===== src/sv/wildcard_substring_matcher_top_macros.svh =====
// ---------------------------------------------------------------------------
// Assertion macros for the wildcard substring matcher
// Shared same-cycle implication and next-cycle forms, clocked on clk_i and
// disabled while rst_ni is low.
// ---------------------------------------------------------------------------
`ifndef WILDCARD_SUBSTRING_MATCHER_TOP_MACROS_SVH
`define WILDCARD_SUBSTRING_MATCHER_TOP_MACROS_SVH

// Consequent must hold in the same cycle as the antecedent.
`define WSM_ASSERT_IMP(label, ante, cons, msg) \
  label: assert property (@(posedge clk_i) disable iff (!rst_ni) (ante) |-> (cons)) \
    else $error(msg);

// Consequent must hold in the cycle after the antecedent.
`define WSM_ASSERT_NEXT(label, ante, cons, msg) \
  label: assert property (@(posedge clk_i) disable iff (!rst_ni) (ante) |=> (cons)) \
    else $error(msg);

`endif


===== src/sv/wsm_pkg.sv =====
// ---------------------------------------------------------------------------
// Wildcard substring matcher package
// Shared constants, register indexes, word types and the case-fold helper.
// ---------------------------------------------------------------------------
`timescale 1ns / 1ps

package wsm_pkg;

  // Fixed sizes of the register file and the pattern store.
  localparam int PatternBytes      = 32;
  localparam int LenW              = 6;
  localparam int CfgDataW          = 64;
  localparam int CfgAddrW          = 6;
  localparam int PosOutW           = 8;

  // Defaults for the top-level parameters.
  localparam int MaxPatternDefault = 32;
  localparam int MaxTextDefault    = 256;

  // Character codes.
  localparam logic [7:0] DotChar   = 8'h2E;
  localparam logic [7:0] SpaceChar = 8'h20;
  localparam logic [7:0] UpperA    = 8'h41;
  localparam logic [7:0] UpperZ    = 8'h5A;
  localparam logic [7:0] CaseBit   = 8'h20;

  // Register indexes (byte address is 8 times the index).
  typedef enum logic [2:0] {
    RegPat0  = 3'd0,
    RegPat1  = 3'd1,
    RegPat2  = 3'd2,
    RegPat3  = 3'd3,
    RegLen   = 3'd4,
    RegFold  = 3'd5
  } wsm_reg_e;

  // Configuration seen by the datapath.
  typedef struct packed {
    logic [PatternBytes*8-1:0] pattern;
    logic [LenW-1:0]           length;
    logic                      fold_case;
  } wsm_cfg_t;

  // Input word.
  typedef struct packed {
    logic [7:0] text_byte;
    logic       line_end;
  } wsm_in_word_t;

  // Result word.
  typedef struct packed {
    logic               match_found;
    logic [PosOutW-1:0] match_position;
  } wsm_out_word_t;

  // Map an upper-case ASCII letter to lower case when folding is enabled.
  function automatic logic [7:0] lower_byte(input logic [7:0] c, input logic fold);
    logic [7:0] r;
    r = c;
    if (fold && (c inside {[UpperA:UpperZ]})) begin
      r = c | CaseBit;
    end
    return r;
  endfunction

endpackage


===== src/sv/wsm_cfg_regs.sv =====
// ---------------------------------------------------------------------------
// Configuration register file
// APB-style write/read port holding the pattern, its length and case folding.
// ---------------------------------------------------------------------------
`timescale 1ns / 1ps

module wsm_cfg_regs (
  input  logic                              clk_i,
  input  logic                              rst_ni,
  input  logic                              psel,
  input  logic                              penable,
  input  logic                              pwrite,
  input  logic [wsm_pkg::CfgAddrW-1:0]      paddr,
  input  logic [wsm_pkg::CfgDataW-1:0]      pwdata,
  output logic [wsm_pkg::CfgDataW-1:0]      prdata,
  output logic                              pready,
  output wsm_pkg::wsm_cfg_t                 cfg_o
);

  logic [wsm_pkg::CfgDataW-1:0] pat_q [4];
  logic [wsm_pkg::LenW-1:0]     len_q;
  logic                         fold_q;
  logic                         wr_en;
  wsm_pkg::wsm_reg_e            reg_idx;

  assign pready  = 1'b1;
  assign wr_en   = psel & penable & pwrite;
  assign reg_idx = wsm_pkg::wsm_reg_e'(paddr[wsm_pkg::CfgAddrW-1:3]);

  // Register writes; unknown indexes are ignored.
  always_ff @(posedge clk_i or negedge rst_ni) begin
    if (!rst_ni) begin
      pat_q[0] <= '0;
      pat_q[1] <= '0;
      pat_q[2] <= '0;
      pat_q[3] <= '0;
      len_q    <= '0;
      fold_q   <= 1'b0;
    end else if (wr_en) begin
      case (reg_idx)
        wsm_pkg::RegPat0: pat_q[0] <= pwdata;
        wsm_pkg::RegPat1: pat_q[1] <= pwdata;
        wsm_pkg::RegPat2: pat_q[2] <= pwdata;
        wsm_pkg::RegPat3: pat_q[3] <= pwdata;
        wsm_pkg::RegLen:  len_q    <= pwdata[wsm_pkg::LenW-1:0];
        wsm_pkg::RegFold: fold_q   <= pwdata[0];
        default: ;
      endcase
    end
  end

  // Read mux.
  always_comb begin
    case (reg_idx)
      wsm_pkg::RegPat0: prdata = pat_q[0];
      wsm_pkg::RegPat1: prdata = pat_q[1];
      wsm_pkg::RegPat2: prdata = pat_q[2];
      wsm_pkg::RegPat3: prdata = pat_q[3];
      wsm_pkg::RegLen:  prdata = wsm_pkg::CfgDataW'(len_q);
      wsm_pkg::RegFold: prdata = wsm_pkg::CfgDataW'(fold_q);
      default:          prdata = '0;
    endcase
  end

  assign cfg_o.pattern   = {pat_q[3], pat_q[2], pat_q[1], pat_q[0]};
  assign cfg_o.length    = len_q;
  assign cfg_o.fold_case = fold_q;

endmodule


===== src/sv/wsm_hit_mask.sv =====
// ---------------------------------------------------------------------------
// Per-position hit mask
// Compares one text byte against every active pattern byte in parallel.
// ---------------------------------------------------------------------------
`timescale 1ns / 1ps

module wsm_hit_mask #(
  parameter int VecW = wsm_pkg::PatternBytes
) (
  input  wsm_pkg::wsm_cfg_t         cfg_i,
  input  logic [wsm_pkg::LenW-1:0]  len_eff_i,
  input  logic [7:0]                text_byte_i,
  output logic [VecW-1:0]           mask_o
);

  logic [7:0] text_lc;

  assign text_lc = wsm_pkg::lower_byte(text_byte_i, cfg_i.fold_case);

  // One comparator lane per pattern position. A dot matches anything but a space.
  always_comb begin
    logic [7:0] p;
    logic       hit;
    for (int j = 0; j < VecW; j++) begin
      p   = cfg_i.pattern[8*j +: 8];
      hit = (p == wsm_pkg::DotChar) ? (text_byte_i != wsm_pkg::SpaceChar)
                                    : (wsm_pkg::lower_byte(p, cfg_i.fold_case) == text_lc);
      mask_o[j] = hit & (wsm_pkg::LenW'(j) < len_eff_i);
    end
  end

endmodule


===== src/sv/wsm_core.sv =====
// ---------------------------------------------------------------------------
// Shift-and match core
// Holds the partial-match vector, the line position and the first match,
// and produces the result word on the last byte of a line.
// ---------------------------------------------------------------------------
`timescale 1ns / 1ps

`include "wildcard_substring_matcher_top_macros.svh"

module wsm_core #(
  parameter int MaxPattern = wsm_pkg::MaxPatternDefault,
  parameter int MaxText    = wsm_pkg::MaxTextDefault
) (
  input  logic                   clk_i,
  input  logic                   rst_ni,
  input  wsm_pkg::wsm_cfg_t      cfg_i,
  input  logic                   fire_i,
  input  wsm_pkg::wsm_in_word_t  word_i,
  output wsm_pkg::wsm_out_word_t result_o
);

  localparam int VecW = (MaxPattern < wsm_pkg::PatternBytes) ? MaxPattern
                                                             : wsm_pkg::PatternBytes;
  localparam int PosW = $clog2(MaxText + 1);

  logic [VecW-1:0]                vec_q, vec_d, vec_shift, mask, last_sel;
  logic [PosW-1:0]                pos_q, pos_d;
  logic                           found_q, found_d;
  logic [wsm_pkg::PosOutW-1:0]    start_q, start_d;
  logic [wsm_pkg::LenW-1:0]       len_eff;
  logic                           searching;

  // Clamp the programmed length to the pattern capacity.
  assign len_eff = (cfg_i.length > wsm_pkg::LenW'(VecW)) ? wsm_pkg::LenW'(VecW)
                                                         : cfg_i.length;

  wsm_hit_mask #(
    .VecW (VecW)
  ) u_hit_mask (
    .cfg_i       (cfg_i),
    .len_eff_i   (len_eff),
    .text_byte_i (word_i.text_byte),
    .mask_o      (mask)
  );

  // One-hot select of the bit that marks a complete match.
  always_comb begin
    for (int j = 0; j < VecW; j++) begin
      last_sel[j] = (len_eff == wsm_pkg::LenW'(j + 1));
    end
  end

  assign vec_shift = (vec_q << 1) | VecW'(1);
  assign searching = (pos_q < PosW'(MaxText));

  // Next state for the byte being processed.
  always_comb begin
    vec_d   = vec_q;
    pos_d   = pos_q;
    found_d = found_q;
    start_d = start_q;
    if (searching) begin
      vec_d = vec_shift & mask;
      pos_d = pos_q + PosW'(1);
      if (!found_q) begin
        if (len_eff == '0) begin
          found_d = 1'b1;
          start_d = '0;
        end else if (|(vec_d & last_sel)) begin
          found_d = 1'b1;
          start_d = wsm_pkg::PosOutW'(pos_q) + wsm_pkg::PosOutW'(1)
                    - wsm_pkg::PosOutW'(len_eff);
        end
      end
    end
  end

  // Result word for a line that ends with this byte.
  assign result_o.match_found    = found_d;
  assign result_o.match_position = found_d ? start_d : '0;

  // Line state; cleared after the last byte of each line.
  always_ff @(posedge clk_i or negedge rst_ni) begin
    if (!rst_ni) begin
      vec_q   <= '0;
      pos_q   <= '0;
      found_q <= 1'b0;
      start_q <= '0;
    end else if (fire_i) begin
      if (word_i.line_end) begin
        vec_q   <= '0;
        pos_q   <= '0;
        found_q <= 1'b0;
        start_q <= '0;
      end else begin
        vec_q   <= vec_d;
        pos_q   <= pos_d;
        found_q <= found_d;
        start_q <= start_d;
      end
    end
  end

  `WSM_ASSERT_NEXT(a_line_clear, fire_i && word_i.line_end, (pos_q == '0) && (vec_q == '0) && !found_q, "line state not cleared after last byte")
  `WSM_ASSERT_NEXT(a_found_sticky, found_q && !(fire_i && word_i.line_end), found_q, "first match lost within a line")
  `WSM_ASSERT_IMP(a_pos_bound, 1'b1, pos_q <= PosW'(MaxText), "position counter past its limit")

endmodule


===== src/sv/wildcard_substring_matcher_top.sv =====
// ---------------------------------------------------------------------------
// Wildcard substring matcher: one text byte per cycle, one result word per line.
// Result word: registered, loaded as the last byte of its line leaves the input register.
// Throughput: one byte per cycle; stalls only when a held line end meets a blocked result.
// Reset: asynchronous, active low; clears config registers, line state and valids.
// ---------------------------------------------------------------------------
`timescale 1ns / 1ps

`include "wildcard_substring_matcher_top_macros.svh"

module wildcard_substring_matcher_top #(
  parameter int MaxPattern = wsm_pkg::MaxPatternDefault,
  parameter int MaxText    = wsm_pkg::MaxTextDefault
) (
  input  logic                          clk_i,
  input  logic                          rst_ni,
  // Configuration port
  input  logic                          psel,
  input  logic                          penable,
  input  logic                          pwrite,
  input  logic [wsm_pkg::CfgAddrW-1:0]  paddr,
  input  logic [wsm_pkg::CfgDataW-1:0]  pwdata,
  output logic [wsm_pkg::CfgDataW-1:0]  prdata,
  output logic                          pready,
  // Text input
  input  logic                          in_valid_i,
  output logic                          in_stall_o,
  input  wsm_pkg::wsm_in_word_t         in_word_i,
  // Results
  output logic                          out_valid_o,
  input  logic                          out_stall_i,
  output wsm_pkg::wsm_out_word_t        out_word_o
);

  wsm_pkg::wsm_cfg_t      cfg;
  wsm_pkg::wsm_out_word_t result;
  wsm_pkg::wsm_in_word_t  in_word_q;
  wsm_pkg::wsm_out_word_t out_word_q;
  logic                   in_valid_q;
  logic                   out_valid_q;
  logic                   advance;
  logic                   in_accept;

  wsm_cfg_regs u_cfg_regs (
    .clk_i   (clk_i),
    .rst_ni  (rst_ni),
    .psel    (psel),
    .penable (penable),
    .pwrite  (pwrite),
    .paddr   (paddr),
    .pwdata  (pwdata),
    .prdata  (prdata),
    .pready  (pready),
    .cfg_o   (cfg)
  );

  // The held word moves on unless it ends a line and the result slot is blocked.
  assign advance    = in_valid_q & ~(in_word_q.line_end & out_valid_q & out_stall_i);
  assign in_stall_o = in_valid_q & ~advance;
  assign in_accept  = in_valid_i & ~in_stall_o;

  wsm_core #(
    .MaxPattern (MaxPattern),
    .MaxText    (MaxText)
  ) u_core (
    .clk_i    (clk_i),
    .rst_ni   (rst_ni),
    .cfg_i    (cfg),
    .fire_i   (advance),
    .word_i   (in_word_q),
    .result_o (result)
  );

  // Input register.
  always_ff @(posedge clk_i or negedge rst_ni) begin
    if (!rst_ni) begin
      in_valid_q <= 1'b0;
    end else if (in_accept) begin
      in_valid_q <= 1'b1;
    end else if (advance) begin
      in_valid_q <= 1'b0;
    end
  end

  always_ff @(posedge clk_i) begin
    if (in_accept) begin
      in_word_q <= in_word_i;
    end
  end

  // Result register.
  always_ff @(posedge clk_i or negedge rst_ni) begin
    if (!rst_ni) begin
      out_valid_q <= 1'b0;
    end else if (advance && in_word_q.line_end) begin
      out_valid_q <= 1'b1;
    end else if (!out_stall_i) begin
      out_valid_q <= 1'b0;
    end
  end

  always_ff @(posedge clk_i) begin
    if (advance && in_word_q.line_end) begin
      out_word_q <= result;
    end
  end

  assign out_valid_o = out_valid_q;
  assign out_word_o  = out_word_q;

  `WSM_ASSERT_IMP(a_stall_cause, in_stall_o, out_valid_o && out_stall_i && in_word_q.line_end, "input stalled without a blocked result")
  `WSM_ASSERT_IMP(a_nomatch_zero, out_valid_o && !out_word_o.match_found, out_word_o.match_position == '0, "position nonzero without a match")
  `WSM_ASSERT_NEXT(a_end_result, advance && in_word_q.line_end, out_valid_o, "line end produced no result")

endmodule


===== config.mk =====
export PLATFORM = sky130hd
export DESIGN_NAME = wildcard_substring_matcher_top
export DESIGN_NICKNAME = d
export VERILOG_FILES = /design/src/sv/wsm_pkg.sv /design/src/sv/wsm_cfg_regs.sv /design/src/sv/wsm_hit_mask.sv /design/src/sv/wsm_core.sv /design/src/sv/wildcard_substring_matcher_top.sv
export VERILOG_INCLUDE_DIRS = /design/src /design/src/sv
export SDC_FILE = /design/constraint.sdc
export NUM_CORES = 1
export LEC_CHECK = 0
export BUFFER_PORTS_ARGS = -buffer_cell sky130_fd_sc_hd__buf_4
export CORE_ASPECT_RATIO = 1.2
export CORE_MARGIN = 2
export CORE_UTILIZATION = 35
export DETAILED_ROUTE_END_ITERATION = 8
export PLACE_DENSITY = 0.56
export REMOVE_ABC_BUFFERS = 1
export SYNTH_ARGS = -nofsm -noshare
export SYNTH_HDL_FRONTEND = slang
export SYNTH_SLANG_ARGS = --single-unit

===== constraint.sdc =====
create_clock -name clk_i -period 7.3 [get_ports clk_i]
set_input_delay 1.095 -clock clk_i [delete_from_list [all_inputs] [get_ports clk_i]]
set_output_delay 1.095 -clock clk_i [all_outputs]
set_load 0.01 [all_outputs]

Word level (Yosys, flattened, before mapping). Cells that the tools add are included.

Flip-flop bits (word level): 332. Output and inout port bits: 76. Logic and storage cells: 430.

Add/sub/neg operators: 3. $lt $le $gt $ge: 100. Equality and inequality tests: 103. Multiplexer cells: 85. Bitwise gates (word level): 44. Reduce and logical (&&, ||, !) cells: 79.

Operators with widths (count): $pmux W64 S6 (1); $ge A8 B7 Y1 const B (33); $le A8 B7 Y1 const B (33); $eq A8 B6 Y1 const B (32); $eq A8 B8 Y1 (32); $mux W6 (34); $eq A6 B5 Y1 const B (16); $lt A5 B6 Y1 const A (16); $logic_and A1 B1 Y1 (67); $and A32 B32 Y32 (2); $mux W31 (2); $eq A6 B4 Y1 const B (8); $lt A4 B6 Y1 const A (8); $mux W1 (41); $mux W8 (5); $and A1 B1 Y1 (39); $reduce_or A32 Y1 (1); $eq A6 B3 Y1 const B (4); $lt A3 B6 Y1 const A (4); $mux W9 (2); $reduce_and A2 Y1 (7); $eq A6 B2 Y1 const B (2); $lt A1 B6 Y1 const A (2); $lt A2 B6 Y1 const A (2); 16 further kinds (21).

Logic depth before layout (Yosys ltp).
Word-level depth: 15. Gate-level depth with buffers: 15. Mapped depth without buffers: 13.

Hierarchy. A second synthesis with hierarchy kept.

Cells, all modules: 1868. Area total of the unflattened synthesis: 21341.7 um^2.

Modules (own cells, without submodules): wsm_cfg_regs (instances 1, cells each 737, area an instance 12204.2 um^2); wsm_hit_mask (instances 1, cells each 807, area an instance 5546.6 um^2); wsm_core (instances 1, cells each 294, area an instance 2951.6 um^2); wildcard_substring_matcher_top (instances 1, cells each 30, area an instance 639.4 um^2).

Worst setup path after synthesis. OpenSTA, ideal clock, no wires.

Kind: input port to output port. From: input port paddr[4] (netlist bit). To: output port prdata[14] (netlist bit). Arrival time: 2.477 ns. Data required time: 6.205 ns. Setup slack: 3.728 ns. Cell stages on the path: 7. Path through: clkbuf_1 -> and2_1 -> clkbuf_1 -> clkbuf_1 -> clkbuf_1 -> a22oi_1 -> nand2_1.

Word-level cells in the longest chain between the ends: 2.

RTL lines: from (decl) (RTL line wildcard_substring_matcher_top.sv:21) `input logic [wsm_pkg::CfgAddrW-1:0] paddr,`; $eq A3 B3 Y1 (tied with other cells) (RTL line wsm_cfg_regs.sv:54) `case (reg_idx)`; $pmux W64 S6 * (RTL line wsm_cfg_regs.sv:54); to (decl) (RTL line wildcard_substring_matcher_top.sv:23) `output logic [wsm_pkg::CfgDataW-1:0] prdata,`.

Every way passes the cells marked *; elsewhere a longest branch is shown, timed or not.

Worst setup path in the final report.
From: register in_word_q[2] (netlist bit). To: register out_word_q (netlist bit out_word_o[5]), data pin.

Word-level cells in the longest chain between the ends: 14.

RTL lines: from (decl) (RTL line wildcard_substring_matcher_top.sv:37) `wsm_pkg::wsm_in_word_t in_word_q;`; from (signal assigned) (RTL line wildcard_substring_matcher_top.sv:87) `in_word_q <= in_word_i;`; $ge A8 B7 Y1 or $le A8 B7 Y1 (tied branches) (RTL line wsm_pkg.sv:60) `if (fold && (c inside {[UpperA:UpperZ]})) begin`; $logic_and A1 B1 Y1 (2 in series) (RTL line wsm_pkg.sv:60); $mux W6 (RTL line wsm_pkg.sv:60); $eq A8 B8 Y1 (RTL line wsm_hit_mask.sv:27) `: (wsm_pkg::lower_byte(p, cfg_i.fold_case) == text_lc);`; $mux W1 (RTL line wsm_hit_mask.sv:26) `hit = (p == wsm_pkg::DotChar) ? (text_byte_i != wsm_pkg::SpaceChar)`; $and A1 B1 Y1 (RTL line wsm_hit_mask.sv:28) `mask_o[j] = hit & (wsm_pkg::LenW'(j) < len_eff_i);`; $and A32 B32 Y32 * (RTL line wsm_core.sv:63) `vec_d = vec_shift & mask;`; $and A32 B32 Y32 * (RTL line wsm_core.sv:69) `end else if (|(vec_d & last_sel)) begin`; $reduce_or A32 Y1 * (RTL line wsm_core.sv:69); $mux W8 or $mux W1 (tied branches) (RTL line wsm_core.sv:69); $mux W8 or $mux W1 (tied branches) (RTL line wsm_core.sv:66) `if (len_eff == '0) begin`; $mux W8 or $mux W1 (tied branches) (RTL line wsm_core.sv:65) `if (!found_q) begin`; $mux W8 or $mux W1 (tied branches) (RTL line wsm_core.sv:62) `if (searching) begin`; to (signal assigned) (RTL line wildcard_substring_matcher_top.sv:104) `out_word_q <= result;`; to (decl) (RTL line wildcard_substring_matcher_top.sv:38) `wsm_pkg::wsm_out_word_t out_word_q;`.

Marked as above. A chain may end at the register's enable or synchronous reset.

==> reports/qor.yml <==
clock_tree:
  clockRootBuffer: "clkbuf_16"
  clkTransAtPathRegs_ns: 0.07
  post-cts-setup-buffers: 0
  cts.sinks: 332
  cts_tree: "done"
  h-tree-depth: 2
  insertion_delay_ns: 0.57
  cts_made_buffers: 38
  cts.repair.resized: 0
  ctsHoldBuffers: 0
  clk_path_buf_depth: 3
synth:
  synth_area_um2: 20500
  synth_edf_count: 18
  synthTopCellsByCount: "dfrtp_1, mux2_2, nand2_1"
  synth_area_leaders: "dfrtp_1, mux2_2, xnor2_1"
  synth_most_common_cell: "dfrtp_1"
  yosysSeqAreaShare_pct: 41.0
  synth_top_area_share_pct: 38.4
  ys_warn_count: 0
  ys_types: 79
  async_flop_share_pct: 94.6
  synthFlopType: "dfrtp_1"
  ys_ff_latch: 332
  synth.avg_cell_area_um2: 10.0
  synthesis.instances: 2044
  yosysTopAreaCell: "dfrtp_1"
setup_path:
  cp-endpoint: "out_word_o[5]"
  rr_endpoint: "out_word_o[5]"
  slowest_delay_ns: 0.66
  r2r_slack_ns: 2.37
  required_ns: 7.61
  crit_path_start_kind: "flop"
  slowest_stage: "buf_4"
  cpMostUsedCell: "buf_4"
  critPathKind: "reg -> reg"
  path_cells: "buf_4 -> a21oi_1 -> o221ai_1 -> nand2_1 -> buf_4 -> xnor2_1 -> a32oi_1 -> o311ai_0 -> nor4_1 -> nand3_2 -> o21a_1 -> a22o_1"
  crit_arrival_ns: 5.24
  rr_worst_depth: 12
  worstSetupStartpoint: "in_word_q[2]"
  end_kind: "flop"
  rr_startpoint: "in_word_q[2]"
  critPathMaxFanout: 34
floorplan:
  core_area_um2: 58100
  die_area_um2: 60500
  placementRows: 97
  die_h_um: 269
  initial_core_util_pct: 35.2
  io_pins: 162
  die_w_um: 225
routing:
  drt_wl_total_um: 72200
  first_pass_iters: 6
  viasPerCell: 5.95
  vias: 17400
  postRouteAntennaNets: 0
  drc: 0
  drt_iter0_markers: 1464
  wl_per_cell_um: 24.7
final_layout:
  drive_gt1_share_pct: 24.3
  syn2layout_area_growth_pct: 16.2
  postLayoutCellArea_um2: 23800
  diodes: 0
  final_nets: 2253
timing:
  rsz0062_at_grt: "false"
  finalHoldViolations: 0
  setup_viol: 0
  fin_crit_sh_pct: 67.5
  slew_viol_final: 0
  fmax_mhz: 203
  clock_skew_ns: 0.0160
  tightest_slew_ns: 1.22
  max-slew-margin-rel_pct: 17.2
  period_minus_slack_ns: 4.93
  hold_ws_ns: 0.478
placement:
  portBuffers: 157
  dpl_cell_area_um2: 22400
  place.gp.congestion: 0.942
  hpwl_um: 49000
grt:
  overflow: 0
  grt_pass1_wl_um: 110000
  antenna_found_initial: 0
  grt_max_degree: 129
  track_usage_pct: 23.8
  grt_pass1_vias: 17500
pwr:
  ir_drop_mv: 0.149
  power_density_nw_per_um2: 266
  power_leakage_nw: 9.78
status:
  status: "finished clean"
job:
  maxCapViolations: 0
hold_path:
  hp-class: "reg -> reg"
## worst max-delay path, delay by kind of cell, from the launching register on
kind,cells,cell delay [ns]
and+or+nand+nor,3,1.51
AOI/OAI and AO/OA,6,1.46
buffers and inverters,2,1.13
DFF,1,0.39
xor gates and xnor gates,1,0.18
## layout make-up
| cell class | instances | area [µm²] |
|---|---|---|
| Clock inverter | 18 | 246 |
| Clock buffer | 52 | 1120 |
| Inverter | 40 | 150 |
| Timing Repair Buffer | 188 | 1440 |
| Multi-Input combinational cell | 1552 | 11500 |
| Sequential cell | 332 | 8400 |
| Fill cell | 5609 | 34300 |
| Tap cell | 742 | 928 |
## power breakdown
part           total [W]  switching, W  internal [W]
Combinational    0.00152      0.000755      0.000762
Clock            0.00211      0.000824       0.00129
Sequential       0.00270      0.000534       0.00217
## kinds of logic after synthesis
| family | count (synthesis) | share of synthesized area (%) |
|---|---|---|
| muxes | 257 | 14.1 |
| other | 1 | 0.0183 |
| DFF | 332 | 41.0 |
| adders and majority gates | 15 | 0.953 |
| buffers and inverters | 160 | 3.09 |
| xor gates and xnor gates | 263 | 11.2 |
| and+or+nand+nor | 618 | 16.3 |
| AOI/OAI and AO/OA | 398 | 13.3 |
## flip-flops by register name, summed over array words and instances (netlist names)
name and flops:
u_cfg_regs.cfg_o 256, u_core.vec_q 31, in_word_q 9, out_word_o 9, u_core.pos_q 9, u_core.start_q 8
u_cfg_regs.len_q 6, in_valid_q 1, out_valid_o 1, u_cfg_regs.fold_q 1, u_core.found_q 1
## stage by stage
stage,power [W],utilization [%],setup WS [ns],setup TNS [ns],std cells
3_5_place_dp,0.00423,38.6,2.48,0,2854
4_1_cts,0.00636,40.9,2.45,0,2924
5_1_grt,0.00664,40.9,2.11,0,2924
2_1_floorplan,0.00360,-,-1.07,-67.41,1924
3_3_place_gp,0.00418,38.6,2.49,0,2854
6_report,0.00633,40.9,2.37,0,2924
## routing by layer
metal	up-vias	track usage (%)	part of all wire, %
li1	7789	-	-
met5	-	0	0
met1	8751	30.5	41
met4	0	9.15	3.6
met3	164	3.31	5.8
met2	708	40.7	49
## worst min-delay path by stage
stage                           from                to  slack, ns  depth (start not counted)
floorplan           u_core.vec_q[15]  u_core.vec_q[15]       0.43                          2
global placement    u_core.vec_q[15]  u_core.vec_q[15]       0.45                          2
detailed placement  u_core.vec_q[15]  u_core.vec_q[15]       0.45                          2
CTS                 u_core.vec_q[15]  u_core.vec_q[15]       0.47                          2
global route        u_core.vec_q[25]  u_core.vec_q[25]       0.51                          2
finish              u_core.vec_q[15]  u_core.vec_q[15]       0.48                          2
## layout by cell type (no fill, tap or decap), types with 7 or more instances in the layout
cell type,synthesis,routed
nand4_1,52,52
nand2_1,219,219
clkinv_2,0,9
inv_1,39,39
o221ai_1,7,7
xnor2_1,156,156
or4b_2,9,9
buf_4,2,185
mux2i_1,10,10
nor4b_1,19,19
o21ai_0,48,48
o2111ai_1,8,8
dfrtp_1,314,314
nand3_1,55,55
o22ai_1,46,46
nor2_1,58,55
ha_1,14,14
o31ai_1,16,16
nor3_1,19,16
nor4_1,45,44
a21oi_1,62,62
mux2_2,247,247
nand4b_1,11,11
clkbuf_16,0,41
a22oi_1,116,116
edfxtp_1,18,18
or4_1,40,40
nand3b_1,17,17
o21bai_1,16,16
a32o_1,8,8
a21o_1,7,7
xor2_1,107,107
a31oi_1,12,12
nand2b_1,14,14
nor2b_1,20,19
Note: power is estimated with default switching activity, not from simulation.
